## src/hw/rtl/pip_pkg.sv

```systemverilog
// Shared types and constants for the even-odd point-in-polygon block.
// No dependencies; used by every module under hw/rtl.
package pip_pkg;

	localparam int MAX_VERTICES   = 64;
	localparam int COORD_BITS     = 16;
	localparam int MIN_POLY_VERTS = 3;

	localparam int ADDR_BITS = $clog2(MAX_VERTICES);
	localparam int CNT_BITS  = 7;   // vertex_count field width, holds 0..MAX_VERTICES
	localparam int DIFF_BITS = COORD_BITS + 1;
	localparam int PROD_BITS = 2 * DIFF_BITS;

	localparam int ACT_BITS      = 2;
	localparam int IN_DATA_BITS  = ((2 * COORD_BITS + 7) / 8) * 8;
	localparam int OUT_DATA_BITS = ((2 + CNT_BITS + 7) / 8) * 8;

	localparam logic [ACT_BITS-1:0] ACT_START  = 2'd0;
	localparam logic [ACT_BITS-1:0] ACT_APPEND = 2'd1;
	localparam logic [ACT_BITS-1:0] ACT_QUERY  = 2'd2;

	typedef struct packed {
		logic signed [COORD_BITS-1:0] y;
		logic signed [COORD_BITS-1:0] x;
	} vert_t;

	// one edge of the ring: vertex i and its predecessor j
	typedef struct packed {
		logic  vld;
		vert_t vi;
		vert_t vj;
	} edge_t;

	typedef struct packed {
		logic busy;
		logic flip;
	} edge_st_t;

endpackage

```

## src/hw/rtl/pip_vstore.sv

```systemverilog
// Vertex store: single-port-write, single-port-read memory, registered read.
// Depends on pip_pkg for the vertex type and depth.
module pip_vstore (
	input  logic                          clk,
	input  logic                          wr_en,
	input  logic [pip_pkg::ADDR_BITS-1:0] wr_addr,
	input  pip_pkg::vert_t                wr_data,
	input  logic                          rd_en,
	input  logic [pip_pkg::ADDR_BITS-1:0] rd_addr,
	output pip_pkg::vert_t                rd_data
);

	pip_pkg::vert_t mem [pip_pkg::MAX_VERTICES];

	always_ff @(posedge clk) begin
		if (wr_en) begin
			mem[wr_addr] <= wr_data;
		end
	end

	always_ff @(posedge clk) begin
		if (rd_en) begin
			rd_data <= mem[rd_addr];
		end
	end

endmodule

```

## src/hw/rtl/pip_edge.sv

```systemverilog
// Crossing test for one edge a cycle: differences, products, then compare.
// Depends on pip_pkg; fed by the vertex walk in the top level.
module pip_edge (
	input  logic                                 clk,
	input  logic                                 arst_n,
	input  pip_pkg::edge_t                       edge_in,
	input  logic signed [pip_pkg::COORD_BITS-1:0] px,
	input  logic signed [pip_pkg::COORD_BITS-1:0] py,
	output pip_pkg::edge_st_t                    st
);

	localparam int CB = pip_pkg::COORD_BITS;
	localparam int DB = pip_pkg::DIFF_BITS;
	localparam int PB = pip_pkg::PROD_BITS;

	logic signed [CB-1:0] xi, yi, xj, yj;
	logic                 crosses;

	logic                 v_s2, dypos_s2;
	logic signed [DB-1:0] dxp_s2, dy_s2, dxe_s2, dyp_s2;
	logic                 v_s3, dypos_s3;
	logic signed [PB-1:0] lhs_s3, rhs_s3;

	assign xi = edge_in.vi.x;
	assign yi = edge_in.vi.y;
	assign xj = edge_in.vj.x;
	assign yj = edge_in.vj.y;
	assign crosses = ($signed(yi) > $signed(py)) != ($signed(yj) > $signed(py));

	always_ff @(posedge clk or negedge arst_n) begin
		if (!arst_n) begin
			v_s2 <= 1'b0;
			v_s3 <= 1'b0;
		end else begin
			v_s2 <= edge_in.vld && crosses;
			v_s3 <= v_s2;
		end
	end

	// 17-bit differences; a crossing edge implies dy is non-zero
	always_ff @(posedge clk) begin
		dxp_s2   <= $signed({px[CB-1], px}) - $signed({xi[CB-1], xi});
		dy_s2    <= $signed({yj[CB-1], yj}) - $signed({yi[CB-1], yi});
		dxe_s2   <= $signed({xj[CB-1], xj}) - $signed({xi[CB-1], xi});
		dyp_s2   <= $signed({py[CB-1], py}) - $signed({yi[CB-1], yi});
		dypos_s2 <= $signed(yj) > $signed(yi);
		lhs_s3   <= dxp_s2 * dy_s2;
		rhs_s3   <= dxe_s2 * dyp_s2;
		dypos_s3 <= dypos_s2;
	end

	assign st.busy = v_s2 || v_s3;
	assign st.flip = v_s3 && (dypos_s3 ? (lhs_s3 < rhs_s3) : (lhs_s3 > rhs_s3));

endmodule

```

## src/hw/rtl/point_in_polygon_even_odd.sv

```systemverilog
// Even-odd point-in-polygon block. Vertex beats (start, append), unused codes and queries
// over fewer than three vertices have their result registered on acceptance. A query
// over n >= 3 vertices makes n + 1 reads of the vertex store's single read port, then the
// crossing pipeline drains. One item is worked on at a time; a two-deep output buffer
// lets the next beat in while one result waits. Reset clears the vertex count and
// control; store contents stay undefined and need no clearing pass.
module point_in_polygon_even_odd (
	input  logic                               clk,
	input  logic                               arst_n,
	input  logic                               s_tvalid,
	output logic                               s_tready,
	input  logic [pip_pkg::IN_DATA_BITS-1:0]   s_tdata,  // coord_x, coord_y
	input  logic [pip_pkg::ACT_BITS-1:0]       s_tuser,  // action
	output logic                               m_tvalid,
	input  logic                               m_tready,
	output logic [pip_pkg::OUT_DATA_BITS-1:0]  m_tdata   // inside_res, vertex_count, dropped
);

	localparam int CB = pip_pkg::COORD_BITS;
	localparam int AW = pip_pkg::ADDR_BITS;
	localparam int NB = pip_pkg::CNT_BITS;

	localparam logic [1:0] ST_IDLE  = 2'd0;
	localparam logic [1:0] ST_WALK  = 2'd1;
	localparam logic [1:0] ST_DRAIN = 2'd2;

	logic [1:0]           state_q;
	logic [AW-1:0]        idx_q;
	logic [NB-1:0]        count_q;
	logic signed [CB-1:0] px_q, py_q;
	logic                 inside_q;
	logic                 rd_vld_s1, rd_first_s1;
	pip_pkg::vert_t       prev_q;

	logic                 out_vld_q, out_inside_q, out_drop_q;
	logic [NB-1:0]        out_count_q;
	logic                 skid_vld_q, skid_inside_q, skid_drop_q;
	logic [NB-1:0]        skid_count_q;

	logic                 acc, pop, walk_start, drain_done;
	logic                 res_push, res_inside, res_drop;
	logic [NB-1:0]        res_count;
	logic                 wr_en, rd_en;
	logic [AW-1:0]        wr_addr, rd_addr;
	logic [NB-1:0]        last_cnt;
	pip_pkg::vert_t       in_vert, rd_data;
	pip_pkg::edge_t       edge_in;
	pip_pkg::edge_st_t    edge_st;
	logic [pip_pkg::ACT_BITS-1:0] action;

	assign action    = s_tuser;
	assign in_vert.x = s_tdata[CB-1:0];
	assign in_vert.y = s_tdata[2*CB-1:CB];

	assign pop      = out_vld_q && m_tready;
	assign s_tready = (state_q == ST_IDLE) && !skid_vld_q;
	assign acc      = s_tvalid && s_tready;
	assign last_cnt = count_q - NB'(1);

	assign walk_start = acc && (action == pip_pkg::ACT_QUERY)
	                    && (count_q >= NB'(pip_pkg::MIN_POLY_VERTS));

	assign drain_done = (state_q == ST_DRAIN) && !rd_vld_s1 && !edge_st.busy
	                    && !skid_vld_q;
	assign res_push   = (acc && !walk_start) || drain_done;

	always_comb begin
		wr_en   = 1'b0;
		wr_addr = '0;
		if (acc) begin
			case (action)
				pip_pkg::ACT_START: begin
					wr_en = 1'b1;
				end
				pip_pkg::ACT_APPEND: begin
					wr_en   = count_q < NB'(pip_pkg::MAX_VERTICES);
					wr_addr = count_q[AW-1:0];
				end
				default: begin
					wr_en = 1'b0;
				end
			endcase
		end
	end

	// result for the beat being taken, or for the query finishing
	always_comb begin
		res_inside = drain_done && inside_q;
		res_drop   = 1'b0;
		res_count  = count_q;
		if (acc) begin
			case (action)
				pip_pkg::ACT_START: begin
					res_count = NB'(1);
				end
				pip_pkg::ACT_APPEND: begin
					if (count_q < NB'(pip_pkg::MAX_VERTICES)) begin
						res_count = count_q + NB'(1);
					end else begin
						res_drop = 1'b1;
					end
				end
				default: begin
					res_count = count_q;
				end
			endcase
		end
	end

	// first read fetches the closing vertex n-1, then 0..n-1
	always_comb begin
		rd_en   = 1'b0;
		rd_addr = idx_q;
		if (walk_start) begin
			rd_en   = 1'b1;
			rd_addr = last_cnt[AW-1:0];
		end else if (state_q == ST_WALK) begin
			rd_en = 1'b1;
		end
	end

	pip_vstore u_store (
		.clk     (clk),
		.wr_en   (wr_en),
		.wr_addr (wr_addr),
		.wr_data (in_vert),
		.rd_en   (rd_en),
		.rd_addr (rd_addr),
		.rd_data (rd_data)
	);

	assign edge_in.vld = rd_vld_s1 && !rd_first_s1;
	assign edge_in.vi  = rd_data;
	assign edge_in.vj  = prev_q;

	pip_edge u_edge (
		.clk     (clk),
		.arst_n  (arst_n),
		.edge_in (edge_in),
		.px      (px_q),
		.py      (py_q),
		.st      (edge_st)
	);

	always_ff @(posedge clk) begin
		if (rd_vld_s1) begin
			prev_q <= rd_data;
		end
		if (walk_start) begin
			px_q <= in_vert.x;
			py_q <= in_vert.y;
		end
		// head register takes the skid entry first, keeping results in order
		if (!out_vld_q || pop) begin
			if (skid_vld_q) begin
				out_inside_q <= skid_inside_q;
				out_drop_q   <= skid_drop_q;
				out_count_q  <= skid_count_q;
			end else if (res_push) begin
				out_inside_q <= res_inside;
				out_drop_q   <= res_drop;
				out_count_q  <= res_count;
			end
		end
		if (res_push && out_vld_q && (!pop || skid_vld_q)) begin
			skid_inside_q <= res_inside;
			skid_drop_q   <= res_drop;
			skid_count_q  <= res_count;
		end
	end

	always_ff @(posedge clk or negedge arst_n) begin
		if (!arst_n) begin
			state_q     <= ST_IDLE;
			idx_q       <= '0;
			count_q     <= '0;
			inside_q    <= 1'b0;
			rd_vld_s1   <= 1'b0;
			rd_first_s1 <= 1'b0;
			out_vld_q   <= 1'b0;
			skid_vld_q  <= 1'b0;
		end else begin
			rd_vld_s1   <= rd_en;
			rd_first_s1 <= walk_start;
			if (edge_st.flip) begin
				inside_q <= !inside_q;
			end
			out_vld_q  <= (out_vld_q && !pop) || skid_vld_q || res_push;
			skid_vld_q <= (res_push && out_vld_q && (!pop || skid_vld_q))
			              || (skid_vld_q && !pop);
			case (state_q)
				ST_IDLE: begin
					if (acc) begin
						if (action == pip_pkg::ACT_START) begin
							count_q <= NB'(1);
						end else if (action == pip_pkg::ACT_APPEND
						             && count_q < NB'(pip_pkg::MAX_VERTICES)) begin
							count_q <= count_q + NB'(1);
						end
						if (walk_start) begin
							idx_q    <= '0;
							inside_q <= 1'b0;
							state_q  <= ST_WALK;
						end
					end
				end
				ST_WALK: begin
					idx_q <= idx_q + AW'(1);
					if ({1'b0, idx_q} == last_cnt) begin
						state_q <= ST_DRAIN;
					end
				end
				ST_DRAIN: begin
					if (drain_done) begin
						state_q <= ST_IDLE;
					end
				end
				default: begin
					state_q <= ST_IDLE;
				end
			endcase
		end
	end

	assign m_tvalid = out_vld_q;
	assign m_tdata  = {{(pip_pkg::OUT_DATA_BITS - NB - 2){1'b0}},
	                   out_drop_q, out_count_q, out_inside_q};

`ifndef NO_ASSERTIONS
	// the crossing pipeline is empty whenever a new beat can be taken
	a_idle_empty: assert property (@(posedge clk) disable iff (!arst_n)
		(state_q == ST_IDLE) |-> (!rd_vld_s1 && !edge_st.busy))
		else $error("edge pipeline busy while idle");

	// a drop is only reported with the store full
	a_drop_full: assert property (@(posedge clk) disable iff (!arst_n)
		(m_tvalid && m_tdata[NB+1]) |-> (m_tdata[NB:1] == NB'(pip_pkg::MAX_VERTICES)))
		else $error("drop reported below capacity");

	// inside only with a proper polygon
	a_inside_poly: assert property (@(posedge clk) disable iff (!arst_n)
		(m_tvalid && m_tdata[0]) |-> (m_tdata[NB:1] >= NB'(pip_pkg::MIN_POLY_VERTS)))
		else $error("inside reported for a degenerate polygon");

	// count never exceeds capacity
	a_count_cap: assert property (@(posedge clk) disable iff (!arst_n)
		acc |=> (count_q <= NB'(pip_pkg::MAX_VERTICES)))
		else $error("vertex count past capacity");
`endif

endmodule
```

## config.mk

```make
export PLATFORM = sky130hd
export DESIGN_NAME = point_in_polygon_even_odd
export DESIGN_NICKNAME = d
export VERILOG_FILES = /design/src/hw/rtl/pip_pkg.sv /design/src/hw/rtl/pip_vstore.sv /design/src/hw/rtl/pip_edge.sv /design/src/hw/rtl/point_in_polygon_even_odd.sv
export SDC_FILE = /design/constraint.sdc
export NUM_CORES = 2
export LEC_CHECK = 0
export BUFFER_PORTS_ARGS = -buffer_cell sky130_fd_sc_hd__buf_2
export CORE_MARGIN = 2
export CORE_UTILIZATION = 45
export DETAILED_ROUTE_END_ITERATION = 6
export GPL_ROUTABILITY_DRIVEN = 0
export SLEW_MARGIN = 20
export SYNTH_ARGS = -nofsm -noshare
export SYNTH_HDL_FRONTEND = slang
export SYNTH_SLANG_ARGS = --single-unit
```

## constraint.sdc

```tcl
create_clock -name clk -period 7.4 [get_ports clk]
set_input_delay 1.48 -clock clk [delete_from_list [all_inputs] [get_ports clk]]
set_output_delay 1.48 -clock clk [all_outputs]
set_load 0.03 [all_outputs]
```

# Word-level counts from Yosys, hierarchy flattened
# Memory sizes are Yosys's and may differ from the RTL's. A register that Yosys moved wholly into a read port is not among the register bits.
# Index checks and enable logic that the tools add are counted.
# Widths: inputs -> output; s select.
[totals]
ram_bits = 2048
memories = 1
inputBits = 38
regBits = 242
output_inout_bits = 18
[op_classes]
order_cmp = 7
add_sub_neg = 7
multipliers = 2
n_mux = 36
eq_ne = 10
n_reduce_logical = 42
[mem_list]
columns = ["name", "depth", "width", "read_ports", "rd_ports_with_merged_regs", "wr", "line", "text"]
rows = [
  ["u_store.mem", 64, 32, 1, 1, 1, "pip_vstore.sv:13", "pip_pkg::vert_t mem [pip_pkg::MAX_VERTICES];"],
]
[ops]
columns = ["cell", "count"]
rows = [
  ["$mul 17x17->34", 2],
  ["$sub 16x16->17", 4],
  ["$gt 16x16->1", 3],
  ["$mux 7", 6],
  ["$gt 34x34->1", 1],
  ["$lt 34x34->1", 1],
  ["$mux 6", 5],
  ["$logic_and 1x1->1", 18],
  ["$mux 1", 17],
  ["$pmux 7 s2", 1],
  ["$pmux 6 s2", 1],
  ["$logic_not 1->1", 8],
  ["$mux 2", 4],
  ["$add 7x1->7 const B", 1],
  ["$eq 6x7->1", 1],
  ["$ge 7x2->1 const B", 1],
  ["$logic_or 1x1->1", 7],
  ["$lt 7x7->1 const B", 1],
  ["$sub 7x1->7 const B", 1],
  ["$add 6x1->6 const B", 1],
  ["$ne 2x2->1 const B", 3],
  ["$pmux 2 s3", 1],
  ["$reduce_and 3->1", 2],
  ["$reduce_bool 2->1", 3],
  ["8 further kinds", 11],
]

# Logic depth before layout (Yosys ltp)
[logic_depth]
ltp_word = 11
depth_mapped = 25
mapped_depth_nobuf = 23

# Hierarchy
# Synthesis repeated with hierarchy kept, for this count alone.
[unflattened]
hier_cells = 6705
area_unflattened_um2 = 111603.3
[by_module_without_submodules]
columns = ["mod", "cells_per_inst", "instances", "area_per_inst_um2"]
rows = [
  ["pip_vstore", 3324, 1, 78835.6],
  ["pip_edge", 3111, 1, 28683.8],
  ["point_in_polygon_even_odd", 270, 1, 4083.9],
]

# Worst setup path before layout
# OpenSTA, ideal clock, no wires.
[synth_path]
path_type = "flip-flop to flip-flop"
from = "reg u_edge.dy_s2[2]"
to = "reg u_edge.lhs_s3[33]"
period_less_slack_ns = 6.024
arrival_ns = 5.951
required_ns = 7.328
stages_incl_launch_ff = 22
path_slack_ns = 1.376
setup_ns = 0.072
path_cell_list = "dfxtp_1 -> clkbuf_1 -> nand2_1 -> fa_1 -> fa_1 -> fa_1 -> inv_1 -> fa_1 -> fa_1 -> inv_1 -> fa_1 -> inv_1 -> ha_1 -> a21o_1 -> a21o_1 -> a2111oi_0 -> a211oi_1 -> a211o_1 -> nand2_1 -> o2111ai_1 -> a21oi_1 -> xnor2_1"
[synth_between]
elab_chain_cells = 1
[synth_rtl]
columns = ["element", "line", "text"]
rows = [
  ["start, declared", "pip_edge.sv:20", "logic signed [DB-1:0] dxp_s2, dy_s2, dxe_s2, dyp_s2;"],
  ["start signal, assigned", "pip_edge.sv:43", "dy_s2 <= $signed({yj[CB-1], yj}) - $signed({yi[CB-1], yi});"],
  ["$mul 17x17->34", "pip_edge.sv:47", "lhs_s3 <= dxp_s2 * dy_s2;"],
  ["end signal, assigned", "pip_edge.sv:47", ""],
  ["end, declared", "pip_edge.sv:22", "logic signed [PB-1:0] lhs_s3, rhs_s3;"],
]
# Every way passes these cells.
# A chain may end at the register's enable or synchronous reset.

# Worst setup path in the final report
[layout_path]
from = "reg u_edge.dyp_s2[2]"
to = "reg u_edge.rhs_s3[32]"
[layout_between]
elab_chain_cells = 1
[layout_rtl]
columns = ["element", "line", "text"]
rows = [
  ["start, declared", "pip_edge.sv:20", ""],
  ["start signal, assigned", "pip_edge.sv:45", "dyp_s2 <= $signed({py[CB-1], py}) - $signed({yi[CB-1], yi});"],
  ["$mul 17x17->34", "pip_edge.sv:48", "rhs_s3 <= dxe_s2 * dyp_s2;"],
  ["end signal, assigned", "pip_edge.sv:48", ""],
  ["end, declared", "pip_edge.sv:22", ""],
]
# Every way passes these cells.

==> results_dict.tcl <==
set metrics [dict create \
    path_class "reg -> reg" \
    grt_overflow 0 \
    final.setup.tns_ns 0 \
    worstPathMaxFanout 17 \
    hold_viol_final 0 \
    cp-end-kind "register" \
    cp-start-kind "register" \
    highest_layer "met5" \
    ctsHtreeMaxLevel 4 \
    io_pins 56 \
    ys.flop_type "edfxtp_1" \
    drt-total-wl_mm 292 \
    io_buffers 48 \
    drv_cap 0 \
    path_common_cell "fa_1" \
    routed_via_density 5.63 \
    fmax_mhz 149 \
    ctsHoldBuffers 0 \
    synth_edf_count 2162 \
    setup_viol 0 \
    slowest_delay_ns 0.71 \
    cts_root_buffer "clkbuf_16" \
    syn_area_mm2 0.112 \
    first_pass_iters 6 \
    path_cells "nand2_1 > inv_1 > fa_1 > fa_1 > fa_1 > fa_1 > fa_1 > inv_1 > fa_1 > inv_1 > ha_1 > a21oi_1 > nor2_1 > a311oi_1 > o21ai_0 > nand3_1 > nand2_1 > a2111oi_0 > nor2_1 > o311ai_0" \
    core_mm2 0.248 \
    met2_length_mm 145 \
    ys_seq_area_share_pct 60.9 \
    fill_cells 20700 \
    start_util_pct 45.2 \
    clk_latency_ns 0.91 \
    rsz0062_at_grt "no" \
    outcome "finished clean" \
    final_nets 8224 \
    drive_gt1_share_pct 15.8 \
    drt_iter0_drc 6042 \
    tightest_slew_ns 1.36 \
    synth.distinct_cells 70 \
    die_h_um 503 \
    ys_ff_latch 2322 \
    period_share_pct 90.7 \
    drc 0 \
    grt_pass1_wl_mm 429 \
    cts_setup_buffers 0 \
    crit_path_top_delay_cell "dfxtp_1" \
    cts_tree "done" \
    min_period_ns 6.71 \
    ys_async_sr_fraction_pct 0.947 \
    die-area_mm2 0.253 \
    hp-class "reg -> reg" \
    cp.required_ns 8.09 \
    fp.dieW_um 503 \
    clkTransAtPathRegs_ns 0.06 \
    wl_per_cell_um 27.0 \
    syn_area_per_cell_um2 15.9 \
    grt_pass1_vias 63300 \
    mostFrequentLayoutCells "edfxtp_1, inv_1, nand2_1, fa_1, mux4_2" \
    cts_made_buffers 235 \
    vias 61000 \
    postSynthCellCount 7065 \
    worst-path-buf-inv 3 \
    antenna_found_initial 15 \
    critical_path_arrival_ns 7.40 \
    final_common_cell "edfxtp_1" \
    cts_resized 0 \
    area_growth_pct 12.1 \
    slew_viol_final 0 \
    wl_met3_mm 17.3 \
    grt_max_degree 80 \
    slew_headroom_pct 9.10 \
    crit_family "adder cells" \
    clock-sinks 2322 \
    wl_met1_mm 118 \
    clockBufferDepth 3 \
    ant_nets 0 \
    dp_hpwl_mm 190 \
    rows 183 \
    fin_skew_ns 0.112 \
    yosysWarnings 0 \
    grt_usage_pct 23.3 \
]
-- cells by family (layout without fill, tap and decap cells) --
family | after synthesis | after routing | synth area share [%]
fa+ha+maj | 886 | 886 | 13.9
xor+xnor | 126 | 126 | 0.985
other cells | 1 | 13 | 0.00335
buf+inv | 1048 | 1479 | 3.79
flops | 2322 | 2322 | 60.9
compound gates | 526 | 526 | 3.13
mux | 679 | 679 | 11.0
simple gates | 1477 | 1477 | 6.34
-- stage by stage --
step | util, % | worst slack, ns | cells | area, um^2 | hold WS [ns]
after global placement | 47.4 | 0.869 | 10400 | 118000 | 0.315
after global routing | 50.6 | 0.314 | 10800 | 126000 | 0.346
after detailed placement | 47.4 | 0.788 | 10400 | 118000 | 0.324
after CTS | 50.6 | 0.772 | 10800 | 126000 | 0.337
final | 50.6 | 0.686 | 10800 | 126000 | 0.336
after floorplan | - | 1.38 | 7071 | 112000 | 0.310
-- final timing paths --
path	startpoint	to	slack (ns)	cells after the start
setup / recovery	u_edge.dyp_s2[2]	u_edge.rhs_s3[32]	0.69	20
hold / removal	u_edge.dypos_s2	u_edge.dypos_s3	0.34	0
setup reg to reg	u_edge.dyp_s2[2]	u_edge.rhs_s3[32]	0.69	20
hold reg to reg	u_edge.dypos_s2	u_edge.dypos_s3	0.34	0
max in group asynchronous	arst_n	inside_q	6.30	1
min in group asynchronous	arst_n	count_q[2]	0.59	1
-- synthesized netlist by cell type, types with 35 or more instances --
master / count / area share, %
a21o_1: 50 / 0.33
a21oi_1: 80 / 0.36
a311oi_1: 40 / 0.31
a31oi_1: 48 / 0.27
and2_1: 309 / 1.7
and3_1: 47 / 0.26
buf_2: 39 / 0.17
clkbuf_1: 195 / 0.65
dfxtp_1: 138 / 2.5
edfxtp_1: 2162 / 58
fa_1: 596 / 11
ha_1: 290 / 3.2
inv_1: 742 / 2.5
mux2i_1: 227 / 2.0
mux4_2: 440 / 8.8
nand2_1: 633 / 2.1
nand3_1: 111 / 0.50
nor2_1: 177 / 0.59
nor3_1: 47 / 0.21
o21ai_0: 56 / 0.25
o22ai_1: 131 / 0.73
or4_1: 35 / 0.23
xnor2_1: 92 / 0.72
-- metal layers --
metal	GRT usage, %	up-vias
li1	-	26300
met1	30.8	32300
met2	39.9	1964
met3	3.26	448
met4	7.81	8
met5	0	-
-- state kept, by name, summed over array words and instances, names as in the netlist, 16 cells and up --
register / cells
edge_in: 32
px_q: 16
py_q: 16
u_edge.dxe_s2: 17
u_edge.dxp_s2: 17
u_edge.dy_s2: 17
u_edge.dyp_s2: 17
u_edge.lhs_s3: 34
u_edge.rhs_s3: 34
u_store.mem: 2048
u_store.rd_data: 32
-- layout make-up --
class / instances / area, um^2 / share of cell area [%]
repair buffers: 296 / 2400 / 1.91
diodes: 6 / 15.0 / 0.0120
clock inverters: 155 / 1710 / 1.36
well taps: 3330 / 4170 / 3.32
flip-flops and latches: 2322 / 68200 / 54.3
clock buffers: 284 / 6140 / 4.89
inverters: 744 / 2800 / 2.23
multi-input cells: 3701 / 40100 / 32.0
Power is not shown: default switching activity piles up to over one toggle a cycle in this logic, so the estimate is an artifact.
